**src/rtl/vic_pkg.sv**
```systemverilog
// Shared types and constants for the vectored interrupt controller.
// Register offsets, access codes and default sizes used by the interfaces and the RTL.
// No dependencies.
package vic_pkg;

    // Default configuration of the controller.
    localparam int NUM_SOURCES_DEF = 32;
    localparam int NUM_VECTORS_DEF = 16;

    // Field widths of the bus and result items.
    localparam int ADDR_W     = 12;
    localparam int DATA_W     = 32;
    localparam int LINES_W    = 32;
    localparam int BASE_W     = 10;
    localparam int NUMBER_W   = 11;
    localparam int CTL_W      = 6;
    localparam int CTL_SRC_W  = 5;
    localparam int CTL_EN_BIT = 5;

    // Access kinds carried by each item; the fourth code is treated as idle.
    typedef enum logic [1:0] {
        OP_IDLE  = 2'd0,
        OP_READ  = 2'd1,
        OP_WRITE = 2'd2
    } op_t;

    // Register byte offsets.
    localparam logic [ADDR_W-1:0] ADDR_IRQ_STATUS = 12'h000;
    localparam logic [ADDR_W-1:0] ADDR_FIQ_STATUS = 12'h004;
    localparam logic [ADDR_W-1:0] ADDR_RAW_STATUS = 12'h008;
    localparam logic [ADDR_W-1:0] ADDR_FIQ_SELECT = 12'h00c;
    localparam logic [ADDR_W-1:0] ADDR_EN_SET     = 12'h010;
    localparam logic [ADDR_W-1:0] ADDR_EN_CLR     = 12'h014;
    localparam logic [ADDR_W-1:0] ADDR_SOFT_SET   = 12'h018;
    localparam logic [ADDR_W-1:0] ADDR_SOFT_CLR   = 12'h01c;
    localparam logic [ADDR_W-1:0] ADDR_VECT_ADDR  = 12'h030;
    localparam logic [ADDR_W-1:0] ADDR_DEF_VECT   = 12'h034;
    localparam logic [ADDR_W-1:0] ADDR_VEC_ADDR   = 12'h100;
    localparam logic [ADDR_W-1:0] ADDR_VEC_CTL    = 12'h200;

endpackage

```
**src/rtl/vic_ifs.sv**
```systemverilog
// Handshake interfaces of the vectored interrupt controller: bus items, result items
// and the configuration write channel. Depends on vic_pkg.
interface vic_in_if
    import vic_pkg::*;
();
    logic               valid;
    logic               ready;
    op_t                op;
    logic [ADDR_W-1:0]  addr;
    logic [DATA_W-1:0]  wdata;
    logic [LINES_W-1:0] source_lines;

    modport source (output valid, output op, output addr, output wdata,
                    output source_lines, input ready);
    modport sink   (input valid, input op, input addr, input wdata,
                    input source_lines, output ready);
endinterface

interface vic_out_if
    import vic_pkg::*;
();
    logic                valid;
    logic                ready;
    logic [DATA_W-1:0]   rdata;
    logic                irq_out;
    logic                fiq_out;
    logic                pending_valid;
    logic [NUMBER_W-1:0] pending_number;

    modport source (output valid, output rdata, output irq_out, output fiq_out,
                    output pending_valid, output pending_number, input ready);
    modport sink   (input valid, input rdata, input irq_out, input fiq_out,
                    input pending_valid, input pending_number, output ready);
endinterface

interface vic_cfg_if
    import vic_pkg::*;
();
    logic              valid;
    logic              ready;
    logic [BASE_W-1:0] irq_number_base;

    modport source (output valid, output irq_number_base, input ready);
    modport sink   (input valid, input irq_number_base, output ready);
endinterface

```
**src/rtl/vectored_interrupt_controller_unit.sv**
```systemverilog
// Top level of the vectored interrupt controller: register file, status logic,
// vector priority search and the two-stage item pipeline. Depends on vic_pkg, vic_ifs.
//
//  channel  direction  carries
//  bus      in         op, addr, wdata, source_lines
//  result   out        rdata, irq_out, fiq_out, pending_valid, pending_number
//  cfg      in         irq_number_base (write only, always ready)
//
// An item is registered in the input stage on acceptance and its result in the result stage,
// and one item is taken every cycle while the result is not stalled.
// The rate is set by the single pass of decode, vector search and status encode.
// A stalled result holds its register; the input register keeps taking an item
// while the result waits, and stalls only when both stages are full.
// Reset clears the state registers, vector slots, in-service marks and valid flags.
module vectored_interrupt_controller_unit
    import vic_pkg::*;
#(
    parameter int NUM_SOURCES = NUM_SOURCES_DEF,
    parameter int NUM_VECTORS = NUM_VECTORS_DEF
)(
    input  logic      clk,
    input  logic      rst_n,
    vic_in_if.sink    bus,
    vic_out_if.source result,
    vic_cfg_if.sink   cfg
);

    localparam int SRC_IDX_W = (NUM_SOURCES > 1) ? $clog2(NUM_SOURCES) : 1;
    localparam int VIDX_W    = (NUM_VECTORS > 1) ? $clog2(NUM_VECTORS) : 1;
    localparam logic [ADDR_W-1:0] VEC_ADDR_END = ADDR_W'(ADDR_VEC_ADDR + 4 * NUM_VECTORS);
    localparam logic [ADDR_W-1:0] VEC_CTL_END  = ADDR_W'(ADDR_VEC_CTL + 4 * NUM_VECTORS);

    // Architectural state.
    logic [NUM_SOURCES-1:0] enable_reg, enable_next;
    logic [NUM_SOURCES-1:0] fiq_sel_reg, fiq_sel_next;
    logic [NUM_SOURCES-1:0] soft_reg, soft_next;
    logic [DATA_W-1:0]      vec_addr_reg [NUM_VECTORS];
    logic [DATA_W-1:0]      vec_addr_next [NUM_VECTORS];
    logic [CTL_W-1:0]       vec_ctl_reg [NUM_VECTORS];
    logic [CTL_W-1:0]       vec_ctl_next [NUM_VECTORS];
    logic [DATA_W-1:0]      dflt_addr_reg, dflt_addr_next;
    logic [NUM_VECTORS:0]   marks_reg, marks_next;
    logic [BASE_W-1:0]      base_reg;

    // Input stage.
    logic                   s1_valid_reg;
    op_t                    s1_op_reg;
    logic [ADDR_W-1:0]      s1_addr_reg;
    logic [DATA_W-1:0]      s1_wdata_reg;
    logic [NUM_SOURCES-1:0] s1_lines_reg;

    // Result stage.
    logic                   out_valid_reg;
    logic [DATA_W-1:0]      out_rdata_reg, out_rdata_next;
    logic                   out_irq_reg, out_irq_next;
    logic                   out_fiq_reg, out_fiq_next;
    logic [NUMBER_W-1:0]    out_number_reg, out_number_next;

    logic advance;
    logic fire;

    // Pipeline flow control.
    assign advance   = !out_valid_reg || result.ready;
    assign fire      = s1_valid_reg && advance;
    assign bus.ready = !s1_valid_reg || advance;
    assign cfg.ready = 1'b1;

    // Status and vector search on the state before the access.
    logic [NUM_SOURCES-1:0] raw_pre, irq_pre, fiq_pre;
    logic [LINES_W-1:0]     irq_pre_ext;
    logic [NUM_VECTORS-1:0] slot_hit;
    logic                   win_found;
    logic [VIDX_W-1:0]      win_idx;
    logic                   blocked;

    always_comb
    begin
        raw_pre     = s1_lines_reg | soft_reg;
        irq_pre     = raw_pre & enable_reg & ~fiq_sel_reg;
        fiq_pre     = raw_pre & enable_reg & fiq_sel_reg;
        irq_pre_ext = LINES_W'(irq_pre);
        // A slot is eligible only if it has higher priority (lower index) than every slot in service.
        blocked = 1'b0;
        for (int i = 0; i < NUM_VECTORS; i++)
        begin
            blocked     = blocked | marks_reg[i];
            slot_hit[i] = !blocked && vec_ctl_reg[i][CTL_EN_BIT]
                          && irq_pre_ext[vec_ctl_reg[i][CTL_SRC_W-1:0]];
        end
        win_found = |slot_hit;
        win_idx   = '0;
        for (int i = NUM_VECTORS - 1; i >= 0; i--)
        begin
            if (slot_hit[i])
            begin
                win_idx = VIDX_W'(i);
            end
        end
    end

    // Address decode of the access in the input stage.
    logic              is_read;
    logic              is_write;
    logic              in_vec_addr;
    logic              in_vec_ctl;
    logic [VIDX_W-1:0] reg_vidx;
    logic [VIDX_W-1:0] vaddr_idx;
    logic [DATA_W-1:0] vaddr_rd;

    // Both slot windows start on a multiple of 32 words, so the low word bits index.
    assign is_read     = (s1_op_reg == OP_READ);
    assign is_write    = (s1_op_reg == OP_WRITE);
    assign in_vec_addr = (s1_addr_reg >= ADDR_VEC_ADDR) && (s1_addr_reg < VEC_ADDR_END);
    assign in_vec_ctl  = (s1_addr_reg >= ADDR_VEC_CTL) && (s1_addr_reg < VEC_CTL_END);
    assign reg_vidx    = s1_addr_reg[VIDX_W+1:2];
    assign vaddr_idx   = (s1_addr_reg == ADDR_VECT_ADDR) ? win_idx : reg_vidx;
    assign vaddr_rd    = vec_addr_reg[vaddr_idx];

    // Read data mux; the vector address read returns the winner or the default.
    always_comb
    begin
        out_rdata_next = '0;
        if (is_read)
        begin
            unique case (s1_addr_reg)
                ADDR_IRQ_STATUS: out_rdata_next = DATA_W'(irq_pre);
                ADDR_FIQ_STATUS: out_rdata_next = DATA_W'(fiq_pre);
                ADDR_RAW_STATUS: out_rdata_next = DATA_W'(raw_pre);
                ADDR_FIQ_SELECT: out_rdata_next = DATA_W'(fiq_sel_reg);
                ADDR_EN_SET:     out_rdata_next = DATA_W'(enable_reg);
                ADDR_SOFT_SET:   out_rdata_next = DATA_W'(soft_reg);
                ADDR_VECT_ADDR:  out_rdata_next = win_found ? vaddr_rd : dflt_addr_reg;
                ADDR_DEF_VECT:   out_rdata_next = dflt_addr_reg;
                default:
                begin
                    if (in_vec_addr)
                    begin
                        out_rdata_next = vaddr_rd;
                    end
                    else if (in_vec_ctl)
                    begin
                        out_rdata_next = DATA_W'(vec_ctl_reg[reg_vidx]);
                    end
                end
            endcase
        end
    end

    // State update for the access in the input stage.
    always_comb
    begin
        enable_next    = enable_reg;
        fiq_sel_next   = fiq_sel_reg;
        soft_next      = soft_reg;
        vec_addr_next  = vec_addr_reg;
        vec_ctl_next   = vec_ctl_reg;
        dflt_addr_next = dflt_addr_reg;
        marks_next     = marks_reg;
        if (fire && is_read && (s1_addr_reg == ADDR_VECT_ADDR))
        begin
            // Acknowledge: mark the winner, or the default when an IRQ is pending and nothing is in service.
            if (win_found)
            begin
                marks_next[win_idx] = 1'b1;
            end
            else if ((|irq_pre) && !(|marks_reg))
            begin
                marks_next[NUM_VECTORS] = 1'b1;
            end
        end
        else if (fire && is_write)
        begin
            unique case (s1_addr_reg)
                ADDR_FIQ_SELECT: fiq_sel_next   = s1_wdata_reg[NUM_SOURCES-1:0];
                ADDR_EN_SET:     enable_next    = enable_reg | s1_wdata_reg[NUM_SOURCES-1:0];
                ADDR_EN_CLR:     enable_next    = enable_reg & ~s1_wdata_reg[NUM_SOURCES-1:0];
                ADDR_SOFT_SET:   soft_next      = soft_reg | s1_wdata_reg[NUM_SOURCES-1:0];
                ADDR_SOFT_CLR:   soft_next      = soft_reg & ~s1_wdata_reg[NUM_SOURCES-1:0];
                ADDR_VECT_ADDR:  marks_next     = marks_reg & (marks_reg - 1'b1);
                ADDR_DEF_VECT:   dflt_addr_next = s1_wdata_reg;
                default:
                begin
                    if (in_vec_addr)
                    begin
                        vec_addr_next[reg_vidx] = s1_wdata_reg;
                    end
                    else if (in_vec_ctl)
                    begin
                        vec_ctl_next[reg_vidx] = s1_wdata_reg[CTL_W-1:0];
                    end
                end
            endcase
        end
    end

    // Status after the access and the lowest pending IRQ number.
    logic [NUM_SOURCES-1:0] irq_post, fiq_post;
    logic [SRC_IDX_W-1:0]   low_idx;

    always_comb
    begin
        irq_post = (s1_lines_reg | soft_next) & enable_next & ~fiq_sel_next;
        fiq_post = (s1_lines_reg | soft_next) & enable_next & fiq_sel_next;
        low_idx  = '0;
        for (int i = NUM_SOURCES - 1; i >= 0; i--)
        begin
            if (irq_post[i])
            begin
                low_idx = SRC_IDX_W'(i);
            end
        end
        out_irq_next    = |irq_post;
        out_fiq_next    = |fiq_post;
        out_number_next = out_irq_next
                          ? (NUMBER_W'(base_reg) + NUMBER_W'(low_idx)) : '0;
    end

    // Architectural state registers.
    always_ff @(posedge clk or negedge rst_n)
    begin
        if (!rst_n)
        begin
            enable_reg    <= '0;
            fiq_sel_reg   <= '0;
            soft_reg      <= '0;
            dflt_addr_reg <= '0;
            marks_reg     <= '0;
            base_reg      <= '0;
            for (int i = 0; i < NUM_VECTORS; i++)
            begin
                vec_addr_reg[i] <= '0;
                vec_ctl_reg[i]  <= '0;
            end
        end
        else
        begin
            enable_reg    <= enable_next;
            fiq_sel_reg   <= fiq_sel_next;
            soft_reg      <= soft_next;
            dflt_addr_reg <= dflt_addr_next;
            marks_reg     <= marks_next;
            vec_addr_reg  <= vec_addr_next;
            vec_ctl_reg   <= vec_ctl_next;
            if (cfg.valid)
            begin
                base_reg <= cfg.irq_number_base;
            end
        end
    end

    // Input stage control.
    always_ff @(posedge clk or negedge rst_n)
    begin
        if (!rst_n)
        begin
            s1_valid_reg <= 1'b0;
        end
        else if (bus.ready)
        begin
            s1_valid_reg <= bus.valid;
        end
    end

    // Input stage payload; the byte lanes of the address are dropped.
    always_ff @(posedge clk)
    begin
        if (bus.valid && bus.ready)
        begin
            s1_op_reg    <= bus.op;
            s1_addr_reg  <= {bus.addr[ADDR_W-1:2], 2'b00};
            s1_wdata_reg <= bus.wdata;
            s1_lines_reg <= bus.source_lines[NUM_SOURCES-1:0];
        end
    end

    // Result stage control.
    always_ff @(posedge clk or negedge rst_n)
    begin
        if (!rst_n)
        begin
            out_valid_reg <= 1'b0;
        end
        else if (advance)
        begin
            out_valid_reg <= s1_valid_reg;
        end
    end

    // Result stage payload.
    always_ff @(posedge clk)
    begin
        if (fire)
        begin
            out_rdata_reg  <= out_rdata_next;
            out_irq_reg    <= out_irq_next;
            out_fiq_reg    <= out_fiq_next;
            out_number_reg <= out_number_next;
        end
    end

    assign result.valid          = out_valid_reg;
    assign result.rdata          = out_rdata_reg;
    assign result.irq_out        = out_irq_reg;
    assign result.fiq_out        = out_fiq_reg;
    assign result.pending_valid  = out_irq_reg;
    assign result.pending_number = out_number_reg;

endmodule

```
**src/flat_wrapper.sv**
```systemverilog
// flat-port wrapper written by rule: the top's interface ports become plain ports
module vectored_interrupt_controller_unit_flat import vic_pkg::*;
#(
    parameter int NUM_SOURCES = NUM_SOURCES_DEF,
    parameter int NUM_VECTORS = NUM_VECTORS_DEF
)
  (clk, rst_n, bus_valid, bus_op, bus_addr, bus_wdata, bus_source_lines, bus_ready, result_valid, result_rdata, result_irq_out, result_fiq_out, result_pending_valid, result_pending_number, result_ready, cfg_valid, cfg_irq_number_base, cfg_ready);
  vic_in_if bus_i ();
  vic_out_if result_i ();
  vic_cfg_if cfg_i ();
  input  logic clk;
  input  logic rst_n;
  input wire logic [$bits(bus_i.valid)-1:0] bus_valid;
  input wire logic [$bits(bus_i.op)-1:0] bus_op;
  input wire logic [$bits(bus_i.addr)-1:0] bus_addr;
  input wire logic [$bits(bus_i.wdata)-1:0] bus_wdata;
  input wire logic [$bits(bus_i.source_lines)-1:0] bus_source_lines;
  output wire logic [$bits(bus_i.ready)-1:0] bus_ready;
  output wire logic [$bits(result_i.valid)-1:0] result_valid;
  output wire logic [$bits(result_i.rdata)-1:0] result_rdata;
  output wire logic [$bits(result_i.irq_out)-1:0] result_irq_out;
  output wire logic [$bits(result_i.fiq_out)-1:0] result_fiq_out;
  output wire logic [$bits(result_i.pending_valid)-1:0] result_pending_valid;
  output wire logic [$bits(result_i.pending_number)-1:0] result_pending_number;
  input wire logic [$bits(result_i.ready)-1:0] result_ready;
  input wire logic [$bits(cfg_i.valid)-1:0] cfg_valid;
  input wire logic [$bits(cfg_i.irq_number_base)-1:0] cfg_irq_number_base;
  output wire logic [$bits(cfg_i.ready)-1:0] cfg_ready;
  assign bus_i.valid = bus_valid;
  assign bus_i.op = bus_op;
  assign bus_i.addr = bus_addr;
  assign bus_i.wdata = bus_wdata;
  assign bus_i.source_lines = bus_source_lines;
  assign bus_ready = bus_i.ready;
  assign result_valid = result_i.valid;
  assign result_rdata = result_i.rdata;
  assign result_irq_out = result_i.irq_out;
  assign result_fiq_out = result_i.fiq_out;
  assign result_pending_valid = result_i.pending_valid;
  assign result_pending_number = result_i.pending_number;
  assign result_i.ready = result_ready;
  assign cfg_i.valid = cfg_valid;
  assign cfg_i.irq_number_base = cfg_irq_number_base;
  assign cfg_ready = cfg_i.ready;
  vectored_interrupt_controller_unit #(.NUM_SOURCES(NUM_SOURCES), .NUM_VECTORS(NUM_VECTORS)) u_core (.clk(clk), .rst_n(rst_n), .bus(bus_i), .result(result_i), .cfg(cfg_i));
endmodule
```
**config.mk**
```make
export PLATFORM = sky130hd
export DESIGN_NAME = vectored_interrupt_controller_unit_flat
export DESIGN_NICKNAME = d
export VERILOG_FILES = /design/src/rtl/vic_pkg.sv /design/src/rtl/vic_ifs.sv /design/src/rtl/vectored_interrupt_controller_unit.sv /design/src/flat_wrapper.sv
export SDC_FILE = /design/constraint.sdc
export NUM_CORES = 2
export LEC_CHECK = 0
export ABC_AREA = 1
export BUFFER_PORTS_ARGS = -buffer_cell sky130_fd_sc_hd__buf_4
export CAP_MARGIN = 20
export CORE_MARGIN = 2
export CORE_UTILIZATION = 35
export CTS_BUF_LIST = sky130_fd_sc_hd__clkbuf_16
export CTS_CLUSTER_DIAMETER = 100
export CTS_CLUSTER_SIZE = 8
export DETAILED_ROUTE_END_ITERATION = 6
export GPL_TIMING_DRIVEN = 0
export PLACE_DENSITY_LB_ADDON = 0.15
export SETUP_SLACK_MARGIN = 0.4
export SLEW_MARGIN = 5
export SYNTH_ARGS = -nofsm -noshare
export SYNTH_HDL_FRONTEND = slang
export SYNTH_SLANG_ARGS = --single-unit
```
**constraint.sdc**
```tcl
create_clock -name clk -period 6.3 [get_ports clk]
set_input_delay 1.575 -clock clk [delete_from_list [all_inputs] [get_ports clk]]
set_output_delay 1.575 -clock clk [all_outputs]
set_load 0.01 [all_outputs]
```
# Yosys cells after proc, flatten, opt, wreduce, memory -nomap -nowiden
# Cells that the tools add are included.
dict set report totals {
  register_bits 886
  output_inout_bits 49
  input_bits 93
}
dict set report classes {
  n_mux 114
  n_bitwise 37
  reduce_logical 77
  magnitude_cmp 25
  n_addsub 2
  eq_ne 13
}
# operator n
set op_table {}
lappend op_table {{bitwise mux 512 bit} 1}
lappend op_table {{2-to-1 mux 32 bit} 12}
lappend op_table {{AND 32 bit} 8}
lappend op_table {{one-hot mux 32 bit (8 select lines)} 1}
lappend op_table {{2-to-1 mux 5 bit} 32}
lappend op_table {{binary-select mux 32 bit (select 4 bit)} 1}
lappend op_table {{demux 32 bit (select 4 bit)} 1}
lappend op_table {{OR 32 bit} 4}
lappend op_table {{one-hot mux 32 bit (2 select lines)} 2}
lappend op_table {{bitwise mux 96 bit} 1}
lappend op_table {{< comparator 5 x 6 -> 1 bit (second input constant)} 16}
lappend op_table {{inverter 32 bit} 3}
lappend op_table {{OR reduction 32 bit} 3}
lappend op_table {{binary-select mux 1 bit (select 5 bit)} 16}
lappend op_table {{2-to-1 mux 4 bit} 17}
lappend op_table {{2-to-1 mux 17 bit} 3}
lappend op_table {{logical AND 1 bit} 42}
lappend op_table {{equality test 10 x 3 -> 1 bit (second input constant)} 4}
lappend op_table {{binary-select mux 6 bit (select 4 bit)} 1}
lappend op_table {{demux 6 bit (select 4 bit)} 1}
lappend op_table {{2-to-1 mux 6 bit} 4}
lappend op_table {{equality test 10 x 2 -> 1 bit (second input constant)} 2}
lappend op_table {{equality test 10 x 4 -> 1 bit (second input constant)} 2}
lappend op_table {{logical NOT 1 bit} 19}
lappend op_table {{other kinds (32)} 72}

# Logic depth before layout (Yosys ltp)
dict set report logic_depth {
  depth_word 42
  depth_mapped 51
  mapped_depth_nobuf 51
}

# Worst setup path before layout
# No wires, ideal clock.
dict set report synth_timing {
  kind {input -> register}
  from {in result_ready}
  to {reg u_core.out_number_reg[8] (netlist: u_core.result.pending_number[8]) (data pin)}
  stages 50
  arrival_time_ns 5.409
  setup_time_ns 0.255
  path_slack_ns 0.635
  t_required_ns 6.045
  cell_sequence {inv_1 -> nand2_1 -> nand2_1 -> nor2_2 -> inv_1 -> nor2_1 -> inv_1 -> o21ai_0 -> o21ai_0 -> inv_1 -> nand2_1 -> nand2_1 -> nand2_1 -> nand2_1 -> nand2_1 -> nand2_1 -> nand2_1 -> nand2_1 -> (+14 left out) -> nand2_1 -> nand2_1 -> nand2_1 -> nand2_1 -> nand2_1 -> nand2_1 -> a21oi_1 -> ha_1 -> fa_1 -> a21oi_1 -> nor2_1 -> nor2_1 -> nor2_1 -> nor2_1 -> nor2_1 -> nand3_1 -> xor2_1 -> nor2_1}
}
dict set report synth_between {
  elab_cells_between_ends 49
}
# item line_no
set synth_rtl {}
lappend synth_rtl {{start: declaration} flat_wrapper.sv:25} ;# input wire logic [$bits(result_i.ready)-1:0] result_ready;
lappend synth_rtl {{logical OR 1 bit *} vectored_interrupt_controller_unit.sv:63} ;# assign advance = !out_valid_reg || result.ready;
lappend synth_rtl {{logical AND 1 bit *} vectored_interrupt_controller_unit.sv:64} ;# assign fire = s1_valid_reg && advance;
lappend synth_rtl {{logical AND 1 bit (on tied branches)} {vectored_interrupt_controller_unit.sv:171, vectored_interrupt_controller_unit.sv:159}}
lappend synth_rtl {{2-to-1 mux 32 bit or logical AND 1 bit (tied branches)} {vectored_interrupt_controller_unit.sv:171, vectored_interrupt_controller_unit.sv:159}}
lappend synth_rtl {{2-to-1 mux 32 bit *} vectored_interrupt_controller_unit.sv:159} ;# if (fire && is_read && (s1_addr_reg == ADDR_VECT_ADDR))
lappend synth_rtl {{net u_core.soft_next[28]} vectored_interrupt_controller_unit.sv:36} ;# logic [NUM_SOURCES-1:0] soft_reg, soft_next;
lappend synth_rtl {{OR 32 bit *} vectored_interrupt_controller_unit.sv:202} ;# irq_post = (s1_lines_reg | soft_next) & enable_next & ~fiq_sel_next;
lappend synth_rtl {{AND 32 bit * (2 in a row)} vectored_interrupt_controller_unit.sv:202}
lappend synth_rtl {{2-to-1 mux 5 bit (29 in a row)} vectored_interrupt_controller_unit.sv:207} ;# if (irq_post[i])
lappend synth_rtl {{adder 10 x 5 -> 11 bit} vectored_interrupt_controller_unit.sv:215} ;# ? (NUMBER_W'(base_reg) + NUMBER_W'(low_idx)) : '0;
lappend synth_rtl {{end signal: assignment} vectored_interrupt_controller_unit.sv:297} ;# out_number_reg <= out_number_next;
lappend synth_rtl {{end: declaration} vectored_interrupt_controller_unit.sv:57} ;# logic [NUMBER_W-1:0] out_number_reg, out_number_next;
# The timed path passes the listed nets; every way through them passes the cells marked *.
# A chain may end at the register's enable or synchronous reset.

# Worst setup path after layout
dict set report layout_timing {
  from {reg u_core.soft_reg[3]}
  to {reg u_core.out_rdata_reg[5] (netlist: u_core.result.rdata[5]) (data pin)}
}
dict set report layout_between {
  elab_chain_cells 29
  elab_cells_between_ends 76
}
# item line_no
set layout_lines {}
lappend layout_lines {{start: declaration} vectored_interrupt_controller_unit.sv:36}
lappend layout_lines {{start signal: assignment} vectored_interrupt_controller_unit.sv:239} ;# soft_reg <= soft_next;
lappend layout_lines {{OR 32 bit *} vectored_interrupt_controller_unit.sv:78} ;# raw_pre = s1_lines_reg | soft_reg;
lappend layout_lines {{AND 32 bit * (2 in a row)} vectored_interrupt_controller_unit.sv:79} ;# irq_pre = raw_pre & enable_reg & ~fiq_sel_reg;
lappend layout_lines {{binary-select mux 1 bit (select 5 bit)} vectored_interrupt_controller_unit.sv:88} ;# && irq_pre_ext[vec_ctl_reg[i][CTL_SRC_W-1:0]];
lappend layout_lines {{2-to-1 mux 1 bit (not written as such)} vectored_interrupt_controller_unit.sv:88}
lappend layout_lines {{logical AND 1 bit} vectored_interrupt_controller_unit.sv:88}
lappend layout_lines {{2-to-1 mux 4 bit (16 in a row)} vectored_interrupt_controller_unit.sv:94} ;# if (slot_hit[i])
lappend layout_lines {{2-to-1 mux 4 bit} vectored_interrupt_controller_unit.sv:116} ;# assign vaddr_idx = (s1_addr_reg == ADDR_VECT_ADDR) ? win_idx : reg_vidx;
lappend layout_lines {{inverter 4 -> 5 bit (not written as such)} vectored_interrupt_controller_unit.sv:117} ;# assign vaddr_rd = vec_addr_reg[vaddr_idx];
lappend layout_lines {{binary-select mux 32 bit (select 4 bit)} vectored_interrupt_controller_unit.sv:117}
lappend layout_lines {{2-to-1 mux 32 bit (not written as such) (2 in a row)} vectored_interrupt_controller_unit.sv:117}
lappend layout_lines {{2-to-1 mux 32 bit (on tied branches)} {vectored_interrupt_controller_unit.sv:136, vectored_interrupt_controller_unit.sv:132}}
lappend layout_lines {{one-hot mux 32 bit (8 select lines) *} vectored_interrupt_controller_unit.sv:125} ;# unique case (s1_addr_reg)
lappend layout_lines {{end signal: assignment} vectored_interrupt_controller_unit.sv:294} ;# out_rdata_reg <= out_rdata_next;
lappend layout_lines {{end: declaration} vectored_interrupt_controller_unit.sv:54} ;# logic [DATA_W-1:0] out_rdata_reg, out_rdata_next;
# Mark *: on every way between the ends. The rest lies on a longest branch, timed or not. The select of a mux whose other input is x is not followed.

==> flow_metrics.tcl <==
set metrics [dict create \
    synth_top_area_share_pct 40.5 \
    place_area_mm2 0.0508 \
    cts_tree "built" \
    synthSimpleGateAreaFrac_pct 25.8 \
    async_flop_share_pct 86.3 \
    hold_violations 0 \
    synth.avg_cell_area_um2 7.67 \
    gp_congestion 1.01 \
    cts.htree.levels 4 \
    startpoint_type "flop" \
    portBuffers 138 \
    fin_crit_ns 5.80 \
    fill_cells 13800 \
    crit_type "flop to flop" \
    outcome "complete, but fails checks" \
    max_slew_margin_pct 18.3 \
    hpwl_um 175000 \
    grt_pass1_vias 45700 \
    cts-root-buf "clkbuf_16" \
    ant_nets 0 \
    synth_edf_count 121 \
    cts_inserted_buffers 130 \
    clock_path_buffers 3 \
    wl_per_cell_um 28.7 \
    nets 6575 \
    yosys_warnings 0 \
    endpoint_kind "flop" \
    setup_violations 0 \
    rows 134 \
    arrival_ns 6.28 \
    vias 49100 \
    ioPinCount 142 \
    ys_top_cells_by_area "dfrtp_1, nand2_1, o21ai_0" \
    core_mm2 0.134 \
    ys_seq_area_share_pct 48.2 \
    syn_area_mm2 0.0472 \
    total_power_mw 13.7 \
    post_synth_mux_area_share_pct 0.143 \
    final_cells 8293 \
    drive_gt1_share_pct 9.69 \
    grt_pass1_wl_um 336000 \
    cts.sinks 885 \
    dieArea_mm2 0.138 \
    antenna_found_initial 14 \
    multiInputGateArea_mm2 0.0210 \
    synth_top_cell_by_area "dfrtp_1" \
    maxCapViolations 0 \
    rsz0062_at_grt "true" \
    synth_flop_cell "dfrtp_1" \
    dpl_worst_slack_ns -1.57 \
    crit_required_ns 6.78 \
    dpl.cell_count 8071 \
    die_x_um 371 \
    via_per_inst 5.92 \
    holdBufCountCts 0 \
    grt_max_degree 112 \
    setup_slack_ns 0.499 \
    finalCritPeriodShare_pct 92.1 \
    post-route-cell-area_mm2 0.0553 \
    regArea_mm2 0.0228 \
    min_path_type "flop to flop" \
    yosysUniqueCellTypes 59 \
    clk_pin_slew_ns 0.05 \
    synth_xor_area_share_pct 0.0557 \
    synth_fa_ha_area_share_pct 0.175 \
    final_core_util_pct 41.4 \
    synth_top_family_by_area "simple AND/OR/NAND/NOR gates" \
    firstDrtPassIters 7 \
    synth-compound-area-share_pct 17.5 \
    grt.overflow.total 0 \
    reg2reg_depth 27 \
    start_util_pct 35.3 \
    peakVddDrop_v 0.000225 \
    grtUsageTotal_pct 34.0 \
    max_slew.worst_pin.slew_ns 1.23 \
    failed_checks "design-rule violations" \
    power_density_mw_per_mm2 248 \
    slew_violations 0 \
    hold_path_depth 2 \
    finalClockSkew_ns 0.0295 \
    largest_register_ff_count 512 \
    die_y_um 371 \
    synth-seq-cells 885 \
    drtIter0Drc 6326 \
    crit_fanout 10 \
    postRouteWirelength_um 238000 \
    synth_cells 6150 \
    drc 7 \
    leakagePower_nw 23.6 \
    synth.net_count 6249 \
    syn2layout_area_growth_pct 17.2 \
    clock.fmax_mhz 172 \
    insertion_delay_ns 0.78 \
]
[where the power goes]
part	total (mW)	internal (mW)	switching, mW	leakage, nW
sequential	5.99	5.92	0.0729	11.7
combinational	1.21	0.290	0.919	10.1
clock	6.51	3.73	2.79	1.86
total	13.7	9.94	3.78	23.6
[layer usage]
layer	global-route usage (%)	vias to the layer above	part of all wire (%)
li1	-	21500	-
met1	47.3	24500	42
met2	50.2	2656	43
met3	7.71	498	9.9
met4	15.4	2	5.0
met5	0	-	0.0076
[cell usage after synthesis (4+ instances only)]
cell type,number
nand2_1,1585
o21ai_0,1048
nand3_1,893
dfrtp_1,764
inv_1,434
clkbuf_1,295
nor2_1,234
a21oi_1,123
edfxtp_1,121
buf_2,92
o211ai_1,70
o221ai_1,64
o22ai_1,56
nand4_1,52
buf_1,34
nor3_1,26
buf_6,22
or2_2,18
a211oi_1,16
inv_2,16
o311ai_0,15
buf_4,14
a2111oi_0,12
nor2_2,11
a31oi_1,10
o2111ai_1,10
o21ai_1,9
o31ai_1,9
a221oi_1,8
a22oi_1,8
clkinv_1,8
o311ai_1,7
a311oi_1,6
mux2_2,6
ha_1,5
nand3b_1,4
nor2_4,4
o21bai_1,4
or2_1,4
[kinds of logic after synthesis]
| logic type | count (synthesis) |
|---|---|
| AOI/OAI and AO/OA | 1484 |
| xor gates and xnor gates | 3 |
| adders and majority gates | 6 |
| buffers and inverters | 916 |
| DFF | 885 |
| muxes | 6 |
| other | 1 |
| and+or+nand+nor | 2849 |
[layout by cell type, fill, tap and decap left out, drive strengths merged, types with 8 or more instances in the layout]
master    synthesis  routed
clkinv            8      22
nor2            249     249
edfxtp          121     121
clkinvlp          0      12
buf             163     354
inv             450     468
nand3           896     896
nand4            52      52
o22ai            56      56
o211ai           70      70
a22oi             8       8
o311ai           22      22
a211oi           16      16
a221oi            8       8
nor3             28      28
nand2          1589    1589
dfrtp           764     764
a21oi           125     125
clkbuf          295     428
a31oi            10      10
o31ai             9       9
or2              22      22
a2111oi          12      12
o21ai          1057    1057
o221ai           64      64
o2111ai          10      10
[cell type report]
class,instances,share of cell area [%]
clock buffers,131,5.93
repair buffers,194,3.18
multi-input cells,4349,38.0
clock inverters,44,0.661
inverters,458,3.19
well taps,1768,4.00
plain buffers,458,3.88
diodes,6,0.0271
flip-flops and latches,885,41.1
[worst max-delay path, stage by stage (launching register included)]
cell	delay, ns
dfrtp_1	0.33
inv_1	0.08
nand2_1	0.12
nand2_1	0.08
nor2_1	0.52
inv_1	0.23
buf_2	0.32
o21ai_0	0.20
o221ai_1	0.13
o311ai_1	0.12
a21oi_1	0.12
a21oi_1	0.31
nand3_1	0.19
nand2_1	0.12
o21bai_1	0.08
nand2_1	0.11
inv_2	0.07
a21oi_4	0.33
buf_2	0.32
buf_2	0.37
nand3_1	0.19
nand3_1	0.17
nand3_1	0.18
nand3_1	0.20
nand2_1	0.06
nand2_1	0.07
nor2_1	0.05
nor2_1	0.41
[through the flow]
step           TNS [ns]  hold WS [ns]
5_1_grt               0         0.497
3_3_place_gp   -4517.28         0.465
2_1_floorplan         0         0.444
4_1_cts               0         0.485
6_report              0         0.479
3_5_place_dp     -16.07         0.473
[what timing repair did]
| item | 4_1_cts | 5_1_grt |
|---|---|---|
| buffers inserted | 21 | 20 |
| gates cloned | 0 | 0 |
| gates resized for setup | 78 | 98 |
| hold endpoints to repair | 0 | 0 |
| pin swaps | 2 | 22 |
| setup endpoints to repair | 43 | 39 |
[final timing paths]
kind	start	endpoint	slack, ns
worst max-delay path	u_core.soft_reg[3]$_DFF_PN0_	u_core.result.rdata[5]$_SDFFCE_PP0N_	0.50
worst min-delay path	u_core.vec_addr_reg[256]$_DFFE_PN0P_	u_core.vec_addr_reg[256]$_DFFE_PN0P_	0.48
worst max register to register	u_core.soft_reg[3]$_DFF_PN0_	u_core.result.rdata[5]$_SDFFCE_PP0N_	0.50
worst min register to register	u_core.vec_addr_reg[256]$_DFFE_PN0P_	u_core.vec_addr_reg[256]$_DFFE_PN0P_	0.48
max in group asynchronous	rst_n	u_core.fiq_sel_reg[22]$_DFF_PN0_	3.57
min in group asynchronous	rst_n	u_core.vec_addr_reg[4]$_DFFE_PN0P_	0.84
(Power assumes the default switching activity.)
